`config.mk`:
```
export PLATFORM = sky130hd
export DESIGN_NAME = ready_queue_policy_selector_top_flat
export DESIGN_NICKNAME = d
export VERILOG_FILES = /design/src/rtl/rqps_pkg.sv /design/src/rtl/rqps_if.sv /design/src/rtl/rqps_div.sv /design/src/rtl/ready_queue_policy_selector_top.sv /design/src/flat_wrapper.sv
export SDC_FILE = /design/constraint.sdc
export NUM_CORES = 1
export LEC_CHECK = 0
export BUFFER_PORTS_ARGS = -buffer_cell sky130_fd_sc_hd__buf_2
export CAP_MARGIN = 20
export CORE_MARGIN = 2
export CORE_UTILIZATION = 35
export DETAILED_ROUTE_END_ITERATION = 6
export PLACE_DENSITY = 0.57
export SYNTH_ARGS = -nofsm -noshare
export SYNTH_HDL_FRONTEND = slang
export SYNTH_SLANG_ARGS = --single-unit
```
`constraint.sdc`:
```
create_clock -name clk -period 9.82 [get_ports clk]
set_input_delay 1.964 -clock clk [delete_from_list [all_inputs] [get_ports clk]]
set_output_delay 1.964 -clock clk [all_outputs]
set_load 0.01 [all_outputs]
```
`src/rtl/rqps_pkg.sv`:
```
// Shared types and codes for the ready queue policy selector.
// No dependencies.
package rqps_pkg;
	localparam int WORD_W = 16;
	localparam int OCC_W  = 5;

	typedef logic [WORD_W-1:0] word_t;

	localparam logic [1:0] ACT_INSERT   = 2'd0;
	localparam logic [1:0] ACT_DISPATCH = 2'd1;
	localparam logic [1:0] ACT_TICK     = 2'd2;

	localparam logic [1:0] POL_FIFO = 2'd0;
	localparam logic [1:0] POL_HRRN = 2'd1;
	localparam logic [1:0] POL_SJF  = 2'd2;

	localparam logic [2:0] ADDR_POLICY = 3'd0;

	typedef struct packed {
		word_t id;
		word_t burst;
		word_t wait_cnt;
	} entry_t;
endpackage

```
`src/rtl/rqps_if.sv`:
```
// Request and response channel interfaces for the ready queue policy selector.
// Depends on rqps_pkg.
interface rqps_req_if import rqps_pkg::*; ();
	logic       valid;
	logic       ready;
	logic [1:0] action;
	word_t      job_id;
	word_t      burst_length;

	modport source (output valid, action, job_id, burst_length, input ready);
	modport sink (input valid, action, job_id, burst_length, output ready);
endinterface

interface rqps_rsp_if import rqps_pkg::*; ();
	logic             valid;
	logic             ready;
	logic             granted;
	word_t            granted_id;
	word_t            granted_burst;
	word_t            granted_wait;
	logic             dropped;
	logic [OCC_W-1:0] occupancy;

	modport source (output valid, granted, granted_id, granted_burst, granted_wait,
		dropped, occupancy, input ready);
	modport sink (input valid, granted, granted_id, granted_burst, granted_wait,
		dropped, occupancy, output ready);
endinterface

```
`src/rtl/rqps_div.sv`:
```
// Restoring divider, one quotient bit per cycle.
// Depends on rqps_pkg.
module rqps_div import rqps_pkg::*; (
	input  logic  clk,
	input  logic  arst_n,
	input  logic  start,
	input  word_t dividend,
	input  word_t divisor,
	output logic  done,
	output word_t quotient
);
	localparam int CNT_W = $clog2(WORD_W + 1);

	logic [WORD_W:0] rem_q;
	logic [WORD_W:0] rem_sh;
	logic [WORD_W:0] rem_nx;
	word_t           quo_q;
	logic [CNT_W-1:0] cnt_q;
	logic            busy_q;
	logic            done_q;
	logic            ge;

	assign rem_sh = {rem_q[WORD_W-1:0], quo_q[WORD_W-1]};
	assign ge     = rem_sh >= {1'b0, divisor};
	assign rem_nx = ge ? rem_sh - {1'b0, divisor} : rem_sh;

	always_ff @(posedge clk or negedge arst_n) begin
		if (!arst_n) begin
			rem_q  <= '0;
			quo_q  <= '0;
			cnt_q  <= '0;
			busy_q <= 1'b0;
			done_q <= 1'b0;
		end else if (start) begin
			rem_q  <= '0;
			quo_q  <= dividend;
			cnt_q  <= '0;
			busy_q <= 1'b1;
			done_q <= 1'b0;
		end else if (busy_q) begin
			rem_q <= rem_nx;
			quo_q <= {quo_q[WORD_W-2:0], ge};
			cnt_q <= cnt_q + CNT_W'(1);
			if (cnt_q == CNT_W'(WORD_W - 1)) begin
				busy_q <= 1'b0;
				done_q <= 1'b1;
			end
		end else begin
			done_q <= 1'b0;
		end
	end

	assign done     = done_q;
	assign quotient = quo_q;
endmodule

```
`src/rtl/ready_queue_policy_selector_top.sv`:
```
// Ready table of up to TABLE_DEPTH jobs in arrival order, kept in one synchronous
// memory (one write and one registered read per cycle). Every item gives one result.
// An insert goes from idle straight to the output stage. A dispatch scans the table
// one entry at a time, read then evaluated (first in first out reads entry 0 only);
// under highest response ratio each entry with a nonzero burst also waits for the
// bit-serial divider. Removing entry p then moves the later entries down one at a
// time, each read then written back. A tick under highest response ratio rewrites
// every entry, each read then written back. Depends on rqps_pkg, rqps_if and
// rqps_div.
module ready_queue_policy_selector_top import rqps_pkg::*; #(
	parameter int TABLE_DEPTH = 16
) (
	input  logic        clk,
	input  logic        arst_n,
	rqps_req_if.sink    req,
	rqps_rsp_if.source  rsp,
	input  logic        psel,
	input  logic        penable,
	input  logic        pwrite,
	input  logic [2:0]  paddr,
	input  logic [31:0] pwdata,
	output logic [31:0] prdata,
	output logic        pready
);
	localparam int IDX_W = $clog2(TABLE_DEPTH);
	localparam int CNT_W = $clog2(TABLE_DEPTH + 1);

	typedef enum logic [3:0] {
		S_IDLE, S_SCAN_RD, S_SCAN_EV, S_DIV, S_SH_RD, S_SH_WR, S_TK_RD, S_TK_WR, S_OUT
	} state_t;

	state_t           state_q;
	entry_t           mem [TABLE_DEPTH];
	entry_t           rd_data_q;
	entry_t           wr_data;
	entry_t           best_q;
	logic [IDX_W-1:0] rd_addr;
	logic [IDX_W-1:0] wr_addr;
	logic [IDX_W-1:0] idx_q;
	logic [IDX_W-1:0] pick_q;
	logic [IDX_W-1:0] pick_c;
	logic             wr_en;
	logic [CNT_W-1:0] count_q;
	logic [CNT_W:0]   idx_p1;
	logic [CNT_W:0]   idx_p2;
	logic [CNT_W:0]   pick_p1;
	logic [1:0]       policy_q;
	logic [WORD_W:0]  key_q;
	logic [WORD_W:0]  key_c;
	logic             better_c;
	logic             eval_c;
	logic             scan_more;
	logic             div_start;
	logic             div_done;
	word_t            div_quo;
	logic             res_granted_q;
	logic             res_dropped_q;
	logic             ovalid_q;
	logic             o_granted_q;
	word_t            o_id_q;
	word_t            o_burst_q;
	word_t            o_wait_q;
	logic             o_dropped_q;
	logic [OCC_W-1:0] o_occ_q;

	always_ff @(posedge clk) begin
		if (wr_en) begin
			mem[wr_addr] <= wr_data;
		end
		rd_data_q <= mem[rd_addr];
	end

	rqps_div u_div (
		.clk      (clk),
		.arst_n   (arst_n),
		.start    (div_start),
		.dividend (rd_data_q.wait_cnt),
		.divisor  (rd_data_q.burst),
		.done     (div_done),
		.quotient (div_quo)
	);

	assign idx_p1  = (CNT_W+1)'(idx_q) + (CNT_W+1)'(1);
	assign idx_p2  = (CNT_W+1)'(idx_q) + (CNT_W+1)'(2);
	assign rd_addr = (state_q == S_SH_RD) ? idx_q + IDX_W'(1) : idx_q;

	assign div_start = (state_q == S_SCAN_EV) && (policy_q == POL_HRRN) &&
		(rd_data_q.burst != '0);
	assign eval_c    = ((state_q == S_SCAN_EV) && !div_start) ||
		((state_q == S_DIV) && div_done);
	assign key_c     = (rd_data_q.burst == '0) ? {1'b1, {WORD_W{1'b0}}} : {1'b0, div_quo};
	assign scan_more = (idx_p1 < {1'b0, count_q}) &&
		((policy_q == POL_HRRN) || (policy_q == POL_SJF));

	always_comb begin
		priority if (idx_q == '0) begin
			better_c = 1'b1;
		end else if (policy_q == POL_HRRN) begin
			better_c = key_c > key_q;
		end else if (policy_q == POL_SJF) begin
			better_c = rd_data_q.burst < best_q.burst;
		end else begin
			better_c = 1'b0;
		end
	end

	assign pick_c  = better_c ? idx_q : pick_q;
	assign pick_p1 = (CNT_W+1)'(pick_c) + (CNT_W+1)'(1);

	always_comb begin
		wr_en   = 1'b0;
		wr_addr = idx_q;
		wr_data = rd_data_q;
		unique case (state_q)
			S_IDLE: begin
				wr_en   = req.valid && (req.action == ACT_INSERT) &&
					(count_q < CNT_W'(TABLE_DEPTH));
				wr_addr = count_q[IDX_W-1:0];
				wr_data = '{id: req.job_id, burst: req.burst_length, wait_cnt: '0};
			end
			S_SH_WR: begin
				wr_en = 1'b1;
			end
			S_TK_WR: begin
				wr_en = 1'b1;
				if (rd_data_q.wait_cnt != '1) begin
					wr_data.wait_cnt = rd_data_q.wait_cnt + WORD_W'(1);
				end
			end
			default: begin
				wr_en = 1'b0;
			end
		endcase
	end

	always_ff @(posedge clk or negedge arst_n) begin
		if (!arst_n) begin
			state_q       <= S_IDLE;
			idx_q         <= '0;
			pick_q        <= '0;
			count_q       <= '0;
			key_q         <= '0;
			best_q        <= '0;
			res_granted_q <= 1'b0;
			res_dropped_q <= 1'b0;
			ovalid_q      <= 1'b0;
			o_granted_q   <= 1'b0;
			o_id_q        <= '0;
			o_burst_q     <= '0;
			o_wait_q      <= '0;
			o_dropped_q   <= 1'b0;
			o_occ_q       <= '0;
		end else begin
			if (ovalid_q && rsp.ready && (state_q != S_OUT)) begin
				ovalid_q <= 1'b0;
			end
			unique case (state_q)
				S_IDLE: begin
					if (req.valid) begin
						res_granted_q <= 1'b0;
						res_dropped_q <= 1'b0;
						idx_q         <= '0;
						state_q       <= S_OUT;
						unique case (req.action)
							ACT_INSERT: begin
								if (count_q >= CNT_W'(TABLE_DEPTH)) begin
									res_dropped_q <= 1'b1;
								end else begin
									count_q <= count_q + CNT_W'(1);
								end
							end
							ACT_DISPATCH: begin
								if (count_q != '0) begin
									state_q <= S_SCAN_RD;
								end
							end
							ACT_TICK: begin
								if ((policy_q == POL_HRRN) && (count_q != '0)) begin
									state_q <= S_TK_RD;
								end
							end
							default: begin
								state_q <= S_OUT;
							end
						endcase
					end
				end
				S_SCAN_RD: begin
					state_q <= S_SCAN_EV;
				end
				S_SCAN_EV, S_DIV: begin
					if (div_start) begin
						state_q <= S_DIV;
					end else if (eval_c) begin
						if (better_c) begin
							best_q <= rd_data_q;
							key_q  <= key_c;
							pick_q <= idx_q;
						end
						if (scan_more) begin
							idx_q   <= idx_q + IDX_W'(1);
							state_q <= S_SCAN_RD;
						end else begin
							idx_q <= pick_c;
							if (pick_p1 < {1'b0, count_q}) begin
								state_q <= S_SH_RD;
							end else begin
								count_q       <= count_q - CNT_W'(1);
								res_granted_q <= 1'b1;
								state_q       <= S_OUT;
							end
						end
					end
				end
				S_SH_RD: begin
					state_q <= S_SH_WR;
				end
				S_SH_WR: begin
					idx_q <= idx_q + IDX_W'(1);
					if (idx_p2 < {1'b0, count_q}) begin
						state_q <= S_SH_RD;
					end else begin
						count_q       <= count_q - CNT_W'(1);
						res_granted_q <= 1'b1;
						state_q       <= S_OUT;
					end
				end
				S_TK_RD: begin
					state_q <= S_TK_WR;
				end
				S_TK_WR: begin
					idx_q <= idx_q + IDX_W'(1);
					state_q <= (idx_p1 < {1'b0, count_q}) ? S_TK_RD : S_OUT;
				end
				S_OUT: begin
					if (!ovalid_q || rsp.ready) begin
						ovalid_q    <= 1'b1;
						o_granted_q <= res_granted_q;
						o_id_q      <= res_granted_q ? best_q.id : '0;
						o_burst_q   <= res_granted_q ? best_q.burst : '0;
						o_wait_q    <= res_granted_q ? best_q.wait_cnt : '0;
						o_dropped_q <= res_dropped_q;
						o_occ_q     <= OCC_W'(count_q);
						state_q     <= S_IDLE;
					end
				end
				default: begin
					state_q <= S_IDLE;
				end
			endcase
		end
	end

	always_ff @(posedge clk or negedge arst_n) begin
		if (!arst_n) begin
			policy_q <= POL_FIFO;
		end else if (psel && penable && pwrite && (paddr == ADDR_POLICY)) begin
			policy_q <= pwdata[1:0];
		end
	end

	assign prdata = (paddr == ADDR_POLICY) ? {30'b0, policy_q} : '0;
	assign pready = 1'b1;

	assign req.ready         = (state_q == S_IDLE);
	assign rsp.valid         = ovalid_q;
	assign rsp.granted       = o_granted_q;
	assign rsp.granted_id    = o_id_q;
	assign rsp.granted_burst = o_burst_q;
	assign rsp.granted_wait  = o_wait_q;
	assign rsp.dropped       = o_dropped_q;
	assign rsp.occupancy     = o_occ_q;
endmodule

```
`src/flat_wrapper.sv`:
```
// flat-port wrapper written by rule: the top's interface ports become plain ports
module ready_queue_policy_selector_top_flat import rqps_pkg::*;
#(
	parameter int TABLE_DEPTH = 16
)
  (clk, arst_n, psel, penable, pwrite, paddr, pwdata, prdata, pready, req_valid, req_action, req_job_id, req_burst_length, req_ready, rsp_valid, rsp_granted, rsp_granted_id, rsp_granted_burst, rsp_granted_wait, rsp_dropped, rsp_occupancy, rsp_ready);
  rqps_req_if req_i ();
  rqps_rsp_if rsp_i ();
  input  logic clk;
  input  logic arst_n;
  input  logic psel;
  input  logic penable;
  input  logic pwrite;
  input  logic [2:0] paddr;
  input  logic [31:0] pwdata;
  output logic [31:0] prdata;
  output logic pready;
  input wire logic [$bits(req_i.valid)-1:0] req_valid;
  input wire logic [$bits(req_i.action)-1:0] req_action;
  input wire logic [$bits(req_i.job_id)-1:0] req_job_id;
  input wire logic [$bits(req_i.burst_length)-1:0] req_burst_length;
  output wire logic [$bits(req_i.ready)-1:0] req_ready;
  output wire logic [$bits(rsp_i.valid)-1:0] rsp_valid;
  output wire logic [$bits(rsp_i.granted)-1:0] rsp_granted;
  output wire logic [$bits(rsp_i.granted_id)-1:0] rsp_granted_id;
  output wire logic [$bits(rsp_i.granted_burst)-1:0] rsp_granted_burst;
  output wire logic [$bits(rsp_i.granted_wait)-1:0] rsp_granted_wait;
  output wire logic [$bits(rsp_i.dropped)-1:0] rsp_dropped;
  output wire logic [$bits(rsp_i.occupancy)-1:0] rsp_occupancy;
  input wire logic [$bits(rsp_i.ready)-1:0] rsp_ready;
  assign req_i.valid = req_valid;
  assign req_i.action = req_action;
  assign req_i.job_id = req_job_id;
  assign req_i.burst_length = req_burst_length;
  assign req_ready = req_i.ready;
  assign rsp_valid = rsp_i.valid;
  assign rsp_granted = rsp_i.granted;
  assign rsp_granted_id = rsp_i.granted_id;
  assign rsp_granted_burst = rsp_i.granted_burst;
  assign rsp_granted_wait = rsp_i.granted_wait;
  assign rsp_dropped = rsp_i.dropped;
  assign rsp_occupancy = rsp_i.occupancy;
  assign rsp_i.ready = rsp_ready;
  ready_queue_policy_selector_top #(.TABLE_DEPTH(TABLE_DEPTH)) u_core (.clk(clk), .arst_n(arst_n), .req(req_i), .rsp(rsp_i), .psel(psel), .penable(penable), .pwrite(pwrite), .paddr(paddr), .pwdata(pwdata), .prdata(prdata), .pready(pready));
endmodule
```
Yosys cells after proc, flatten, opt, wreduce, memory -nomap -nowiden
Memories as Yosys holds them, arrays and structs flattened. A register that Yosys moved wholly into a read port is not among the register bits. Cells that the tools add are included.

Reduce and logical (&&, ||, !) cells: 38. Multiplexer cells: 68. Add/sub/neg operators: 9. Bitwise gates (word level): 1. Eq/ne operators: 26. $lt $le $gt $ge: 8.

Operators by type and width (number): 2-to-1 mux 16 bit (9); 2-to-1 mux 4 bit (17); 2-to-1 mux 5 bit (10); 2-to-1 mux 32 bit (1); one-hot mux 16 bit (2 select lines) (1); one-hot mux 4 bit (8 select lines) (1); 2-to-1 mux 1 bit (22); < comparator 6 x 5 -> 1 bit (3); >= comparator 17 x 16 -> 1 bit (1); greater-than comparator 17 bit (1); 2-to-1 mux 17 bit (1); adder 16 x 1 -> 16 bit (second input constant) (1); == test 4 x 3 -> 1 bit (second input constant) (4); logical NOT 16 bit (1); < comparator 16 bit (1); inequality test 16 bit (second input constant) (1); nonzero test 16 bit (1); subtractor 16 bit (1); one-hot mux 5 bit (3 select lines) (1); logical AND 1 bit (13); inequality test 2 bit (second input constant) (6); one-hot mux 4 bit (3 select lines) (1); adder 4 x 1 -> 5 bit (second input constant) (2); adder 5 x 1 -> 5 bit (second input constant) (2); other kinds (33) (48).

Memories: 1. Word-level logic and storage cells: 174. Memory bits (writable): 768. Output and inout port bits: 90. Bits of input ports: 76. Register bits after elaboration: 181.

Memories: u_core.mem (depth 16, width 48, read ports 1, clocked after Yosys merged registers in 1, write ports 1, RTL line ready_queue_policy_selector_top.sv:33) `entry_t mem [TABLE_DEPTH];`.

Depth between registers and ports, before layout
Depth after elaboration: 13. Mapped depth: 21. Gate-level depth less buffers: 20.

Cells and area by module
Synthesis repeated with hierarchy kept, for this count alone.

Cell total of the unflattened synthesis: 2405. Area, all modules: 41043.1 um2.

Modules (own cells, without submodules): ready_queue_policy_selector_top (times used 1, cells each 2081, area an instance 38262.9 um2, sequential area each 27576.4 um2); rqps_div (times used 1, cells each 324, area an instance 2780.2 um2, sequential area each 975.9 um2).

Least setup slack after synthesis
No wires, ideal clock.

Kind: input port to flip-flop. From: input req_action[0]. To: memory u_core.mem[12][0] (netlist name) (enable). Cell stages on the path: 6. Required time: 9366 ps. Path slack: 4589 ps. Arrival: 4777 ps. Path buffers: 0. Library setup time: 454 ps. Cell sequence: inv_1 -> ha_1 -> nand2_1 -> o21ai_0 -> o21ai_0 -> nor2_1.

Cells in the longest elaborated chain, start to end: 6.

RTL lines: from (decl) (RTL line flat_wrapper.sv:19) `input wire logic [$bits(req_i.action)-1:0] req_action;`; logical NOT 2 bit (RTL line ready_queue_policy_selector_top.sv:116) `wr_en = req.valid && (req.action == ACT_INSERT) &&`; logical AND 1 bit (2 in a row) (RTL line ready_queue_policy_selector_top.sv:116); one-hot mux 1 bit (2 select lines) (RTL line ready_queue_policy_selector_top.sv:114) `unique case (state_q)`; 2-to-1 mux 1 bit (RTL line ready_queue_policy_selector_top.sv:67) `if (wr_en) begin`; 2-to-1 mux 1 bit (not written as such) (RTL line ready_queue_policy_selector_top.sv:68) `mem[wr_addr] <= wr_data;`; to (decl) (RTL line ready_queue_policy_selector_top.sv:33).

Every way passes these cells.

Final worst setup path
From: register u_core.rd_data_q[16] (netlist name). To: register u_core.count_q[1].

Cells in the longest elaborated chain, start to end: 10. Elaborated cells between the ends (all ways): 19. Those cells by class: 1 x add/sub; 3 x order compare; 3 x eq/ne; 5 x mux; 7 x reduce/logical.

RTL lines: logical NOT 16 bit (RTL line ready_queue_policy_selector_top.sv:91) `assign key_c = (rd_data_q.burst == '0) ? {1'b1, {WORD_W{1'b0}}} : {1'b0, div_quo};`; 2-to-1 mux 17 bit (RTL line ready_queue_policy_selector_top.sv:91); via u_core.key_c[12] (RTL line ready_queue_policy_selector_top.sv:49) `logic [WORD_W:0] key_c;`; greater-than comparator 17 bit (RTL line ready_queue_policy_selector_top.sv:99) `better_c = key_c > key_q;`; 2-to-1 mux 1 bit (RTL line ready_queue_policy_selector_top.sv:98) `end else if (policy_q == POL_HRRN) begin`; 2-to-1 mux 1 bit (RTL line ready_queue_policy_selector_top.sv:96) `priority if (idx_q == '0) begin`; 2-to-1 mux 4 bit; adder 4 x 1 -> 5 bit (RTL line ready_queue_policy_selector_top.sv:108) `assign pick_p1 = (CNT_W+1)'(pick_c) + (CNT_W+1)'(1);`; < comparator 6 x 5 -> 1 bit (RTL line ready_queue_policy_selector_top.sv:205) `if (pick_p1 < {1'b0, count_q}) begin`; inequality test 2 bit (no source line); AND reduction 9 bit (no source line); to (signal assigned) (RTL line ready_queue_policy_selector_top.sv:169) `count_q <= count_q + CNT_W'(1);`; to (signal assigned) (RTL line ready_queue_policy_selector_top.sv:208) `count_q <= count_q - CNT_W'(1);`; to (signal assigned) (RTL line ready_queue_policy_selector_top.sv:223) `count_q <= count_q - CNT_W'(1);`; to (decl) (RTL line ready_queue_policy_selector_top.sv:43) `logic [CNT_W-1:0] count_q;`.

The timed path passes the listed nets, and every way through them passes these cells. A chain may end at the register's enable or synchronous reset.

==> out/metrics.yaml <==
run_status:
  status: "finished clean"
synthesis:
  synth.distinct_cells: 65
  synth-compound-area-share: 0.0448
  ys_async_sr_fraction: 0.182
  yosysWarnings: 0
  synth-seq-cells: 997
  yosysSeqAreaShare: 0.697
  syn_area_um2: 41000
  avgSynthCellArea_um2: 16.3
  synth_simple_gate_area_frac: 0.0614
  synthXorXnorAreaFrac: 0.00598
  muxShareOfSynthArea: 0.141
  syn_inst: 2508
  synth_fa_ha_area_frac: 0.0236
  synthFlopType: "edfxtp_1"
  synth_top_family_by_area: "multiplexers"
  synth_edf_count: 768
critical_path:
  crit_family: "simple AND/OR/NAND/NOR gates"
  critPathSlowestCell: "nor4b_1"
  path_buf_inv: 0
  setup.worst_path.end_class: "flip-flop"
  startpoint_type: "flip-flop"
  reg2reg_depth: 17
  path_depth: 17
  crit_arrival_ns: 6.78
  worstPathRequired_ns: 10.37
  critPathMaxStageDelay_ns: 0.72
  path_max_fanout: 19
  cp_cell_sequence: "nor4_1 > nand4_1 > and2_1 > ha_1 > a21oi_1 > o21ai_0 > a221oi_1 > o22ai_1 > a211oi_4 > o21ai_0 > ha_1 > o2111ai_1 > nand2_1 > nand3_1 > nor4b_1 > o211ai_2 > mux2_2"
  critical_path_class: "reg2reg"
cts:
  hold_buffers: 0
  htreeDepth: 3
  cts_resized: 0
  clk_path_buf_depth: 3
  root_buffer: "clkbuf_16"
  clock_latency_ns: 0.68
  postCtsSetupBuffers: 0
  clk_pin_slew_ns: 0.06
  clock-sinks: 997
  numCtsBuffers: 102
  cts_tree: "yes"
drt:
  wl_um: 99200
  vias_per_cell: 5.25
  drtIter0Drc: 2007
  vias: 22400
  drt_pass1_iterations: 5
  drc: 0
  wl_per_cell_um: 23.2
  ant_nets: 0
floorplan:
  die-area_um2: 120000
  die_y_um: 346
  boundaryPins: 166
  dieWidth_um: 346
  core-area_um2: 116000
  num_rows: 125
  start_util: 0.353
timing:
  setup_viol: 0
  relSlewSlack: 0.277
  slew_violations: 0
  worst_pin_slew_ns: 1.08
  clock.fmax_mhz: 161
  period_share: 0.634
  fin_crit_ns: 6.23
  rsz0062_at_grt: "no"
  hold_viol: 0
  skew_ns: 0.0232
  hold_slack_ns: 0.443
  tns_ns: 0
worst_hold_path:
  hold_path.class: "reg2reg"
  min_path_cells: 2
power:
  powerDensity_nw_per_um2: 184
  peakVddDrop_uv: 132
  cellLeakagePower_nw: 14.1
global_routing:
  grt_pass1_vias: 23100
  grt-busiest-layer: "met2"
  grt_overflow_total: 0
  grt_pass1_wl_um: 149000
  track_usage: 0.165
  use_met1: 0.219
  grtUsageMet3: 0.0235
  use_met2: 0.283
  grt_start_max_net_pins: 156
  antenna_found_initial: 1
finish:
  syn_to_final_growth_pct: 14.8
  n_antenna_cell: 0
  design_area_um2: 47100
  final_cell_mix: "edfxtp_1 (768), nand2_1 (381), mux4_2 (240)"
  final_nets: 2809
  fill_cells: 10400
  final_common_cell: "edfxtp_1"
  drive_above_1_share: 0.224
  finish.utilization: 0.405
placement:
  placed_cell_area_um2: 43400
  place_congestion: 0.828
  portBuffers: 104
  hpwl_um: 54700
flow_run:
  cap_violations: 0
## cell families (layout without fill, tap and decap cells)
kind of cell	count (synthesis)	after routing
AO/OA/AOI/OAI	317	317
XOR/XNOR	28	28
adder cells (fa/ha/maj)	76	76
buffers and inverters	229	438
flip-flops	997	997
multiplexers	278	278
other	2	31
AND/OR/NAND/NOR	581	581
## cell usage after synthesis (17+ instances only)
| library cell | count | area [um2] |
|---|---|---|
| dfrtp_1 | 181 | 4530 |
| nor2_1 | 67 | 251 |
| dfxtp_1 | 48 | 961 |
| nand3_1 | 21 | 105 |
| o21ai_0 | 181 | 906 |
| ha_1 | 74 | 926 |
| buf_4 | 50 | 375 |
| clkbuf_1 | 78 | 293 |
| mux2i_1 | 35 | 350 |
| mux4_2 | 240 | 5410 |
| a21oi_1 | 53 | 265 |
| edfxtp_1 | 768 | 23100 |
| nor3_1 | 23 | 115 |
| nand4_1 | 17 | 106 |
| inv_1 | 73 | 274 |
| and2_1 | 18 | 113 |
| nand2_1 | 382 | 1430 |
## report_power, final
group	leakage (nW)	switching, W	internal, W	total, W
sequential	7.16	0.00000155	0.00449	0.00449
clock	1.73	0.00165	0.00242	0.00407
combinational	5.23	0.0000496	0.0000217	0.0000713
total	14.1	0.00170	0.00694	0.00864
## layer usage
| metal | wire length (um) | up-vias | part of all wire |
|---|---|---|---|
| met5 | 0 | - | 0 |
| met4 | 2000 | 0 | 0.020 |
| met3 | 4580 | 130 | 0.046 |
| met2 | 49800 | 645 | 0.50 |
| met1 | 42800 | 11800 | 0.43 |
| li1 | - | 9885 | - |
## sequential cells by signal, summed over array words and instances (netlist names), 5 cells and up
| register | count |
|---|---|
| u_core.best_q | 48 |
| u_core.rd_data_q | 48 |
| u_core.mem | 768 |
| u_core.u_div.quotient | 16 |
| u_core.rsp.granted_id | 16 |
| u_core.u_div.rem_q | 16 |
| u_core.rsp.occupancy | 5 |
| u_core.count_q | 5 |
| u_core.rsp.granted_burst | 16 |
| u_core.key_q | 17 |
| u_core.rsp.granted_wait | 16 |
| u_core.u_div.cnt_q | 5 |
## worst reg2reg max path: cells and delay by family, from the launching register on
family                   cells  cell delay (ns)
AO/OA/AOI/OAI                8             2.24
adder cells (fa/ha/maj)      2             0.70
flip-flops                   1             0.46
multiplexers                 1             0.35
AND/OR/NAND/NOR              6             2.37
## metrics by stage
step                      worst slack [ns]  cells  total power, W
after CTS                             3.55   4263         0.00873
after global routing                  3.07   4270         0.00890
after detailed placement              3.57   4070         0.00465
after floorplan                       4.59   2537         0.00462
final                                 3.59   4270         0.00864
after global placement                3.66   4065         0.00465
## final cells by class
| cell class | instances | area (um2) | share of cell area |
|---|---|---|---|
| sequential | 997 | 28600 | 0.607 |
| multi-input combinational | 1311 | 11700 | 0.248 |
| timing repair buffer | 172 | 1100 | 0.0235 |
| tap | 1524 | 1910 | 0.0405 |
| clock buffer | 136 | 2780 | 0.0591 |
| inverter | 73 | 274 | 0.00582 |
| clock inverter | 57 | 761 | 0.0162 |
## path summary, 6_finish.rpt
check | from | slack, ns | end
worst max-delay path | u_core.rd_data_q[16]$_DFF_P_ | 3.59 | u_core.count_q[1]$_DFFE_PN0P_
worst min-delay path | u_core.rd_data_q[34]$_DFF_P_ | 0.44 | u_core.best_q[34]$_DFFE_PN0P_
worst max register to register | u_core.rd_data_q[16]$_DFF_P_ | 3.59 | u_core.count_q[1]$_DFFE_PN0P_
worst min register to register | u_core.rd_data_q[34]$_DFF_P_ | 0.44 | u_core.best_q[34]$_DFFE_PN0P_
max in group asynchronous | arst_n | 6.63 | u_core.res_granted_q$_DFFE_PN0P_
min in group asynchronous | arst_n | 1.32 | u_core.u_div.rem_q[12]$_DFFE_PN0P_
Power figures use the tool's default switching activity.
